--- config.mk ---
export PLATFORM = sky130hd
export DESIGN_NAME = prng_matrix_cell_generator_unit
export DESIGN_NICKNAME = d
export VERILOG_FILES = /design/src/sv/prmcg_pkg.sv /design/src/sv/prmcg_fifo.sv /design/src/sv/prmcg_front.sv /design/src/sv/prmcg_back.sv /design/src/sv/prng_matrix_cell_generator_unit.sv
export SDC_FILE = /design/constraint.sdc
export NUM_CORES = 2
export LEC_CHECK = 0
export BUFFER_PORTS_ARGS = -buffer_cell sky130_fd_sc_hd__buf_2
export CAP_MARGIN = 20
export CORE_UTILIZATION = 25
export CTS_BUF_LIST = sky130_fd_sc_hd__clkbuf_8 sky130_fd_sc_hd__clkbuf_16
export DETAILED_ROUTE_END_ITERATION = 6
export MAX_ROUTING_LAYER = met4
export PLACE_DENSITY_LB_ADDON = 0.2
export SLEW_MARGIN = 20
export SYNTH_ARGS = -nofsm -noshare
export SYNTH_HDL_FRONTEND = slang
export SYNTH_SLANG_ARGS = --single-unit
--- constraint.sdc ---
create_clock -name clk -period 7.15 [get_ports clk]
set_input_delay 1.0725 -clock clk [delete_from_list [all_inputs] [get_ports clk]]
set_output_delay 1.0725 -clock clk [all_outputs]
set_load 0.03 [all_outputs]
--- src/sv/prmcg_pkg.sv ---
// Shared constants and types of the matrix cell generator.
package prmcg_pkg;

    localparam int MATRIX_DIM  = 64;
    localparam int IDX_W       = (MATRIX_DIM > 1) ? $clog2(MATRIX_DIM) : 1;
    localparam int FIELD_W     = 6;
    localparam int CFG_IDX_W   = 8;
    localparam int SEED_WORDS  = 4;
    localparam int QUEUE_DEPTH = 2;

    localparam int ROT_OUT = 23;
    localparam int SHIFT_T = 17;
    localparam int ROT_S3  = 45;

    // 1e6 = 15625 * 2^6; 15625 is 1.907 * 2^13, so the exponent grows by 19
    localparam logic [13:0] SCALE_INT = 14'd15625;
    localparam logic [10:0] EXP_ADJ   = 11'd19;
    localparam logic [10:0] EXP_QBASE = 11'd1022;

    localparam logic [CFG_IDX_W-1:0] CFG_SEED_WORD0 = 8'd0;
    localparam logic [CFG_IDX_W-1:0] CFG_SEED_WORD3 = 8'd3;

    typedef struct packed {
        logic [FIELD_W-1:0] row;
        logic [FIELD_W-1:0] column;
        logic               last;
    } pos_t;

    typedef struct packed {
        logic [63:0] data;
        pos_t        pos;
    } cell_t;

    function automatic logic [63:0] rotl64(input logic [63:0] x, input int k);
        return (x << k) | (x >> (64 - k));
    endfunction

endpackage

--- src/sv/prmcg_fifo.sv ---
// Small register queue of cell words.
module prmcg_fifo
    import prmcg_pkg::*;
(
    input  logic  clk,
    input  logic  rst_n,
    input  logic  wr_en,
    input  cell_t wr_data,
    output logic  full,
    input  logic  rd_en,
    output cell_t rd_data,
    output logic  empty
);
    localparam int PTR_W = (QUEUE_DEPTH > 1) ? $clog2(QUEUE_DEPTH) : 1;
    localparam int CNT_W = $clog2(QUEUE_DEPTH + 1);

    cell_t            mem_reg [QUEUE_DEPTH];
    logic [PTR_W-1:0] wr_ptr_reg, wr_ptr_next;
    logic [PTR_W-1:0] rd_ptr_reg, rd_ptr_next;
    logic [CNT_W-1:0] count_reg, count_next;
    logic             do_wr, do_rd;

    assign full    = (count_reg == CNT_W'(QUEUE_DEPTH));
    assign empty   = (count_reg == '0);
    assign do_wr   = wr_en && !full;
    assign do_rd   = rd_en && !empty;
    assign rd_data = mem_reg[rd_ptr_reg];

    always_comb
    begin
        wr_ptr_next = wr_ptr_reg;
        rd_ptr_next = rd_ptr_reg;
        count_next  = count_reg;
        if (do_wr)
        begin
            wr_ptr_next = (wr_ptr_reg == PTR_W'(QUEUE_DEPTH - 1)) ? '0 : wr_ptr_reg + 1'b1;
        end
        if (do_rd)
        begin
            rd_ptr_next = (rd_ptr_reg == PTR_W'(QUEUE_DEPTH - 1)) ? '0 : rd_ptr_reg + 1'b1;
        end
        if (do_wr && !do_rd)
        begin
            count_next = count_reg + 1'b1;
        end
        else if (do_rd && !do_wr)
        begin
            count_next = count_reg - 1'b1;
        end
    end

    always_ff @(posedge clk or negedge rst_n)
    begin
        if (!rst_n)
        begin
            wr_ptr_reg <= '0;
            rd_ptr_reg <= '0;
            count_reg  <= '0;
        end
        else
        begin
            wr_ptr_reg <= wr_ptr_next;
            rd_ptr_reg <= rd_ptr_next;
            count_reg  <= count_next;
        end
    end

    always_ff @(posedge clk)
    begin
        if (do_wr)
        begin
            mem_reg[wr_ptr_reg] <= wr_data;
        end
    end

endmodule

--- src/sv/prmcg_front.sv ---
// Front end: seed registers, xoshiro256++ generator and cell position counters.
module prmcg_front
    import prmcg_pkg::*;
(
    input  logic                 clk,
    input  logic                 rst_n,
    input  logic                 cfg_valid,
    input  logic [CFG_IDX_W-1:0] cfg_index,
    input  logic [63:0]          cfg_data,
    input  logic                 take,
    input  logic                 restart,
    output cell_t                item
);
    localparam logic [IDX_W-1:0] DIM_LAST = IDX_W'(MATRIX_DIM - 1);

    logic [63:0]      seed_reg [SEED_WORDS];
    logic [63:0]      gen_reg  [SEED_WORDS];
    logic [63:0]      gen_next [SEED_WORDS];
    logic [63:0]      s        [SEED_WORDS];
    logic [IDX_W-1:0] row_reg, row_next, col_reg, col_next, cur_row, cur_col;
    logic [63:0]      res, t, x2, x3;
    logic [FIELD_W+IDX_W-1:0] row_ext, col_ext;

    always_comb
    begin
        for (int i = 0; i < SEED_WORDS; i++)
        begin
            s[i] = restart ? seed_reg[i] : gen_reg[i];
        end
        cur_row = restart ? '0 : row_reg;
        cur_col = restart ? '0 : col_reg;

        res = rotl64(s[0] + s[3], ROT_OUT) + s[0];
        t   = s[1] << SHIFT_T;
        x2  = s[2] ^ s[0];
        x3  = s[3] ^ s[1];
        gen_next[1] = s[1] ^ x2;
        gen_next[0] = s[0] ^ x3;
        gen_next[2] = x2 ^ t;
        gen_next[3] = rotl64(x3, ROT_S3);

        if (cur_col == DIM_LAST)
        begin
            col_next = '0;
            row_next = (cur_row == DIM_LAST) ? '0 : cur_row + 1'b1;
        end
        else
        begin
            col_next = cur_col + 1'b1;
            row_next = cur_row;
        end

        row_ext = {{FIELD_W{1'b0}}, cur_row};
        col_ext = {{FIELD_W{1'b0}}, cur_col};
        item.data       = {32'd0, res[31:0]};
        item.pos.row    = row_ext[FIELD_W-1:0];
        item.pos.column = col_ext[FIELD_W-1:0];
        item.pos.last   = (cur_row == DIM_LAST) && (cur_col == DIM_LAST);
    end

    always_ff @(posedge clk or negedge rst_n)
    begin
        if (!rst_n)
        begin
            for (int i = 0; i < SEED_WORDS; i++)
            begin
                seed_reg[i] <= '0;
                gen_reg[i]  <= '0;
            end
            row_reg <= '0;
            col_reg <= '0;
        end
        else
        begin
            if (cfg_valid && (cfg_index <= CFG_SEED_WORD3) && (cfg_index >= CFG_SEED_WORD0))
            begin
                seed_reg[cfg_index[1:0]] <= cfg_data;
            end
            if (take)
            begin
                for (int i = 0; i < SEED_WORDS; i++)
                begin
                    gen_reg[i] <= gen_next[i];
                end
                row_reg <= row_next;
                col_reg <= col_next;
            end
        end
    end

endmodule

--- src/sv/prmcg_back.sv ---
// Back end: three-stage pipeline from 32-bit sample to scaled double.
module prmcg_back
    import prmcg_pkg::*;
(
    input  logic  clk,
    input  logic  rst_n,
    input  logic  in_valid,
    input  cell_t in_word,
    output logic  in_pop,
    input  logic  out_full,
    output logic  out_push,
    output cell_t out_word
);
    // stage 1: normalize; L/(2^32-1) has the bits of L repeating forever
    logic        v1_reg, v2_reg, v3_reg;
    logic        zero1_reg, zero2_reg, zero3_reg;
    logic [31:0] r1_reg;
    logic [4:0]  z1_reg;
    logic [52:0] m2_reg;
    logic [10:0] eb2_reg, eb3_reg;
    logic [66:0] p3_reg;
    pos_t        pos1_reg, pos2_reg, pos3_reg;
    logic        rdy1, rdy2, rdy3;

    logic [31:0] lv, nx;
    logic [4:0]  zc;
    logic [63:0] rot;
    logic [53:0] sum2;
    logic [66:0] p_next;
    logic        hi, rnd, sticky, up;
    logic [52:0] sig;
    logic [53:0] s3;
    logic [10:0] eb_out;

    assign rdy3   = !v3_reg || !out_full;
    assign rdy2   = !v2_reg || rdy3;
    assign rdy1   = !v1_reg || rdy2;
    assign in_pop = in_valid && rdy1;
    assign out_push = v3_reg && !out_full;

    always_comb
    begin
        lv = in_word.data[31:0];
        nx = lv;
        zc = '0;
        if (nx[31:16] == '0) begin nx = nx << 16; zc[4] = 1'b1; end
        if (nx[31:24] == '0) begin nx = nx << 8;  zc[3] = 1'b1; end
        if (nx[31:28] == '0) begin nx = nx << 4;  zc[2] = 1'b1; end
        if (nx[31:30] == '0) begin nx = nx << 2;  zc[1] = 1'b1; end
        if (nx[31] == 1'b0)  begin zc[0] = 1'b1; end
        rot = {lv, lv} << zc;

        // 53 bits plus round bit; the tail is never zero so no tie
        sum2   = {1'b0, r1_reg, r1_reg[31:11]} + 54'(r1_reg[10]);
        p_next = m2_reg * SCALE_INT;

        hi     = p3_reg[66];
        sig    = hi ? p3_reg[66:14] : p3_reg[65:13];
        rnd    = hi ? p3_reg[13] : p3_reg[12];
        sticky = hi ? (|p3_reg[12:0]) : (|p3_reg[11:0]);
        up     = rnd && (sticky || sig[0]);
        s3     = {1'b0, sig} + 54'(up);
        eb_out = eb3_reg + EXP_ADJ + 11'(hi) + 11'(s3[53]);
        out_word.pos  = pos3_reg;
        out_word.data = zero3_reg ? 64'd0
                      : {1'b0, eb_out, (s3[53] ? 52'd0 : s3[51:0])};
    end

    always_ff @(posedge clk or negedge rst_n)
    begin
        if (!rst_n)
        begin
            v1_reg <= 1'b0;
            v2_reg <= 1'b0;
            v3_reg <= 1'b0;
        end
        else
        begin
            if (rdy1) v1_reg <= in_valid;
            if (rdy2) v2_reg <= v1_reg;
            if (rdy3) v3_reg <= v2_reg;
        end
    end

    always_ff @(posedge clk)
    begin
        if (rdy1)
        begin
            zero1_reg <= (lv == '0);
            z1_reg    <= zc;
            r1_reg    <= rot[63:32];
            pos1_reg  <= in_word.pos;
        end
        if (rdy2)
        begin
            zero2_reg <= zero1_reg;
            m2_reg    <= sum2[53] ? {1'b1, 52'd0} : sum2[52:0];
            eb2_reg   <= EXP_QBASE - {6'd0, z1_reg} + 11'(sum2[53]);
            pos2_reg  <= pos1_reg;
        end
        if (rdy3)
        begin
            zero3_reg <= zero2_reg;
            p3_reg    <= p_next;
            eb3_reg   <= eb2_reg;
            pos3_reg  <= pos2_reg;
        end
    end

endmodule

--- src/sv/prng_matrix_cell_generator_unit.sv ---
// Matrix cell generator, top level.
// Produces the cells of a 64 x 64 matrix in row-major order, one cell per word
// pushed: a xoshiro256++ step, the low 32 bits scaled to [0, 1e6] as an IEEE
// double, with row, column and a last-cell flag. Seeds written over the config
// port take effect at the next word with restart set. Throughput is one cell
// per clock while the result side keeps popping; the generator step is
// combinational in the front end, then a word passes a two-entry queue, a
// three-stage float pipeline (normalize, round, multiply and pack) and a
// two-entry result queue. cfg_ready is always high.
module prng_matrix_cell_generator_unit
    import prmcg_pkg::*;
(
    input  logic                 clk,
    input  logic                 rst_n,
    input  logic                 push,
    output logic                 full,
    input  logic                 restart,
    output logic                 empty,
    input  logic                 pop,
    output logic [63:0]          cell_bits,
    output logic [FIELD_W-1:0]   row,
    output logic [FIELD_W-1:0]   column,
    output logic                 last_cell,
    input  logic                 cfg_valid,
    output logic                 cfg_ready,
    input  logic [CFG_IDX_W-1:0] cfg_index,
    input  logic [63:0]          cfg_data
);
    cell_t front_word, q_word, back_word, res_word;
    logic  take, q_empty, q_pop, out_full, out_push;

    assign cfg_ready = 1'b1;
    assign take      = push && !full;

    prmcg_front u_front (
        .clk       (clk),
        .rst_n     (rst_n),
        .cfg_valid (cfg_valid),
        .cfg_index (cfg_index),
        .cfg_data  (cfg_data),
        .take      (take),
        .restart   (restart),
        .item      (front_word)
    );

    prmcg_fifo u_mid_q (
        .clk     (clk),
        .rst_n   (rst_n),
        .wr_en   (push),
        .wr_data (front_word),
        .full    (full),
        .rd_en   (q_pop),
        .rd_data (q_word),
        .empty   (q_empty)
    );

    prmcg_back u_back (
        .clk      (clk),
        .rst_n    (rst_n),
        .in_valid (!q_empty),
        .in_word  (q_word),
        .in_pop   (q_pop),
        .out_full (out_full),
        .out_push (out_push),
        .out_word (back_word)
    );

    prmcg_fifo u_out_q (
        .clk     (clk),
        .rst_n   (rst_n),
        .wr_en   (out_push),
        .wr_data (back_word),
        .full    (out_full),
        .rd_en   (pop),
        .rd_data (res_word),
        .empty   (empty)
    );

    assign cell_bits = res_word.data;
    assign row       = res_word.pos.row;
    assign column    = res_word.pos.column;
    assign last_cell = res_word.pos.last;

endmodule

# == Word-level counts from Yosys, hierarchy flattened ==
# Memory sizes are Yosys's and may differ from the RTL's.
# Index checks and enable logic that the tools add are counted.
# W data, S select, Z words.
# totals
wordCells,155
register_bits,756
inputBits,78
mem_count,2
mem_bits_rw,242
out_inout_bits,80
# memory_table
name,depth,width,rd,rd_clocked_by_memory_dff,write_ports,line,text
u_out_q.mem_reg,2,76,1,0,1,prmcg_fifo.sv:17,cell_t mem_reg [QUEUE_DEPTH];
u_mid_q.mem_reg,2,45,1,0,1,prmcg_fifo.sv:17,
# op_classes
mul,1
n_lt_le_gt_ge,4
n_eq_ne,4
addsub,19
n_mux,38
n_reduce_logical,41
n_bitwise,8
n_shift,1
# op_table
cell,n
$mux W64,5
$xor A64 B64 Y64,5
$bwmux W256,1
$demux W64 S2,1
$mux W32,4
$add A53 B1 Y54,2
$mul A53 B14 Y67 const B,1
$add A64 B64 Y64,1
$or A64 B45 Y64,1
$shl A64 B5 Y64,1
$mux W63,1
$mux W53,1
$mux W52,1
$add A11 B1 Y11,3
$add A32 B32 Y32,1
$logic_not A32 Y1,1
$or A32 B23 Y32,1
$mux W6,5
$logic_not A16 Y1,1
$logic_and A1 B1 Y1,15
$mux W1,15
$reduce_or A13 Y1,1
$add A6 B1 Y6 const B,2
$eq A6 B6 Y1 const B,2
19 further kinds,44

# == Logic depth before layout (Yosys ltp) ==
# An unclocked memory read counts as a cell.
# depth
ltp_word,11
depth_mapped,28
mapped_depth_nobuf,26

# == By module ==
# From an unflattened synthesis, not the netlist that was laid out.
# unflattened
hier_cells,6086
area_unflattened_um2,67243.2
# by_module_without_submodules
module,cells_each,instances,seq_area_each_um2,area_each_um2
prmcg_front,3258,1,13112.6,32035.7
prmcg_back,2306,1,6411.1,23512.6
prmcg_fifo,259,2,4724.5,5833.1
prng_matrix_cell_generator_unit,4,1,0.0,28.8

# == Worst setup path after synthesis ==
# Ideal clock, no wire load.
# synth_path
path_kind,input to register
startpoint,input port restart
endpoint,"memory u_mid_q.mem_reg[0][41] (netlist bit), data pin"
slack_ps,-211
setup_ps,263
cell_stages,27
t_required_ps,6887
arrival_time_ps,7099
n_path_buf,3
cell_sequence,clkbuf_1 clkbuf_1 buf_1 mux2_2 ha_1 fa_1 a21oi_1 nor2b_1 a311oi_1 a21oi_1 a21oi_1 o211ai_1 a41oi_1 o21ai_0 a31oi_1 xnor2_1 ha_1 and4_1 nand2_1 o21ai_0 a31oi_1 o31a_1 o211a_1 o21ai_0 a2111oi_0 or3_1 xnor2_1
# synth_lines
item,line,text
"start, declared",prng_matrix_cell_generator_unit.sv:17,"input logic restart,"
"end, declared",prmcg_fifo.sv:17,

# == Final worst setup path ==
# layout_path
startpoint,register u_back.m2_reg[2]
endpoint,"register u_back.p3_reg[65], data pin"
# layout_between
elab_chain_len,1
# layout_lines
item,line,text
"start, declared",prmcg_back.sv:19,logic [52:0] m2_reg;
"start signal, assigned",prmcg_back.sv:97,"m2_reg <= sum2[53] ? {1'b1, 52'd0} : sum2[52:0];"
$mul A53 B14 Y67,prmcg_back.sv:55,p_next = m2_reg * SCALE_INT;
via u_back.p_next[65],prmcg_back.sv:29,logic [66:0] p_next;
"end signal, assigned",prmcg_back.sv:104,p3_reg <= p_next;
"end, declared",prmcg_back.sv:21,logic [66:0] p3_reg;
# The timed path passes the listed nets, and every way through them passes these cells.
# A chain may end at the register's enable or synchronous reset.

==> key figures <==
STA
  • Final period utilization: 95.0%
  • Max_slew headroom: a little over a quarter
  • Tightest Pin Transition: 1.10 ns
  • Final Setup Violations: 0
  • Tmin final: ~6.8 ns
  • Final Skew: roughly 0.057 ns
  • Max Freq: ~150 MHz
  • Hold Vio Cnt, Final: 0
  • RSZ-0062 raised after global routing: false
  • Max Slew Vio Count: 0
  • Setup TNS Final: 0 ns

CTS
  • Skew-Pair Late Insertion Delay: roughly 0.76 ns
  • H-tree Lvls: 3
  • Hold buffers post-CTS: 0
  • Clk slew on worst S/H paths: approximately 0.06 ns
  • Clk root buf: clkbuf_16
  • Post-CTS Setup Inserts: 0
  • CTS tree: done
  • Max Root-Sink Buffers: 3
  • Inserted Clock Buffers: 115
  • CTS Sinks: 988

Detailed routing
  • Drt wl/cell: between 15 and 20 um
  • 1st-pass router iterations: 5
  • Initial DRC Count: just under 2k
  • Drc violations: 0
  • Vias per cell: around 4.5
  • ANT nets after route: 0
  • Vias: 41.9k
  • Final WL: 181 mm

Yosys
  • Area of the mapped netlist: about 0.062 mm2
  • Ys async rst share: between 50% and 60%
  • Post-synth top cells: dfrtp_1, edfxtp_1, o21ai_0
  • Count leader, synth: dfrtp_1
  • Flops & latches, synth: 988
  • Sequential share of the synthesized area: roughly 43%
  • Gate Count Post-Synth: between 5k and 6k
  • Share of the synthesized area in the top cell type: a little over a fifth
  • Post-synth EDFFs: 453
  • Syn Nets: around 6.2k
  • Synth top area cells: edfxtp_1, dfrtp_1, fa_1, mux2_2, ha_1
  • Leading area contributor after synthesis: edfxtp_1
  • Syn_area_per_cell: roughly 11 um2
  • Ys flop type: dfrtp_1
  • YS warnings: 0
  • Cell variety after synth: 80

Run status
  • Status: finished, final reports clean

Floorplan
  • Die Height: around 500 um
  • Chip width: ~500 um
  • Number of primary I/O pins: ~160
  • Starting Density: 25.2%
  • Die area: around 0.25 mm2
  • Core area: about 0.25 mm2
  • Num rows: roughly 180

Worst setup path
  • Critical path class: register to register
  • CP Max Fanout: 3
  • CP Capture Type: register
  • Startpoint types: register
  • Largest stage delay on the critical path: between 0.5 and 0.6 ns
  • Top cell by count, worst path: fa_1
  • CP cell instances: inv_1, fa_1, inv_1, fa_1, fa_1, fa_1, ha_1, inv_1, fa_1, inv_1, ha_1, a21o_1, a21o_1, a21oi_1, o21ai_0, a2111oi_1, buf_4, nor2_1, a21oi_1, buf_4, a41oi_1, a221o_1, a21o_1, xor2_1
  • CP required: 7.64 ns
  • Slowest stage cell, crit path: fa_1
  • Arr. time, crit path: between 7 and 8 ns
  • Top delay family on crit path: adder cells
  • Worst Path Buf+Inv: 6
  • R2r startpoint: u_back.m2_reg[2]
  • CP Launch Point: u_back.m2_reg[2]

GRT
  • Vias in the first global route: between 40k and 50k
  • Initial antenna violation count: 22
  • GRT Residual Overflow: 0
  • Largest net degree at the start of global routing: between 200 and 250
  • GRT Total Usage: about 15%
  • First-pass GRT wire length: ~280 mm

Placed design
  • Dpl hpwl: 139 mm
  • Post-DP Area: 0.0691 mm2
  • RD Place Congestion: between 0.8 and 0.9
  • I/O Buffers: roughly 160

Cells and area
  • Fillers: approximately 26k
  • Layout net count: around 6.6k
  • Area delta synth->final: 17.8%
  • Share of layout cells above drive strength 1: about a fifth
  • Final instance area: 0.0731 mm2

Run
  • Max cap viols: 0

Worst hold path
  • Min-delay worst type: input pin to asynchronous set/reset pin
## what timing repair did
| item | CTS | global route |
|---|---|---|
| endpoints found under the hold margin | 0 | 0 |
| setup endpoints to repair | 0 | 9 |
| resized for setup | 0 | 5 |
## per-stage QoR
step,setup WS (ns),std cells,util (%),hold slack [ns]
floorplan,0.0122,5580,-,0.400
global placement,-0.257,9181,28.0,0.404
detailed placement,-0.359,9181,28.0,0.405
CTS,0.000262,9393,29.6,0.338
global route,0.0118,9404,29.7,0.351
finish,0.357,9405,29.7,0.341
## final cells by class
| cell class | instances | area (um2) | share of cell area [%] |
|---|---|---|---|
| Multi-Input combinational cell | 3951 | 32700 | 44.8 |
| Inverter | 414 | 1560 | 2.13 |
| Timing Repair Buffer | 518 | 3710 | 5.08 |
| Sequential cell | 988 | 27000 | 36.9 |
| Clock inverter | 83 | 850 | 1.16 |
| Tap cell | 3312 | 4140 | 5.67 |
| Clock buffer | 129 | 3080 | 4.22 |
| Antenna cell | 10 | 25.0 | 0.0342 |
## cells by family after synthesis
group	Yosys count	share of synthesized area (%)
adders and majority gates	568	14.4
other	2	0.0121
and+or+nand+nor	1115	8.56
muxes	695	12.1
DFF	988	43.5
AOI/OAI and AO/OA	1025	9.82
xor gates and xnor gates	546	7.70
buffers and inverters	641	3.94
## worst paths after layout
kind	depth (start not counted)	to	slack [ns]
max in group asynchronous	3	u_front.seed_reg[134]	5.26
hold reg to reg	0	u_back.out_word[1]	0.42
setup / recovery	24	u_back.p3_reg[65]	0.36
hold / removal	1	u_front.gen_reg[52]	0.34
setup reg to reg	24	u_back.p3_reg[65]	0.36
min in group clk	0	u_back.out_word[1]	0.42
## worst register-to-register path, cell delays in order, from the launching register on
cell and delay (ns):
edfxtp_1 0.43, inv_1 0.12, fa_1 0.51, inv_1 0.06, fa_1 0.50, fa_1 0.57
fa_1 0.42, ha_1 0.29, inv_1 0.05, fa_1 0.50, inv_1 0.04, ha_1 0.32
a21o_1 0.16, a21o_1 0.17, a21oi_1 0.22, o21ai_0 0.24, a2111oi_1 0.41, buf_4 0.21
nor2_1 0.07, a21oi_1 0.20, buf_4 0.16, a41oi_1 0.14, a221o_1 0.44, a21o_1 0.18
xor2_1 0.16
## cells in the final DEF (no fill, tap or decap), types with 232 or more instances in the layout
master and instances:
xnor2_1 401, mux2_2 432, ha_1 325, mux2i_1 259, edfxtp_1 453, a21oi_1 232, dfrtp_1 533, inv_1 431
o21ai_0 443, fa_1 243, buf_4 349, nand2_1 379
## metal layers
metal	vias to the layer above	part of all wire, %	global-route usage, %
met5	-	0	-
met4	0	2.4	3.70
met3	219	2.8	1.97
met2	523	50	25.5
met1	20700	45	18.2
li1	20500	-	-
Power is left out: the tool's default activity adds up to more than one toggle a clock period on the data nets, which glitch-free logic cannot reach.
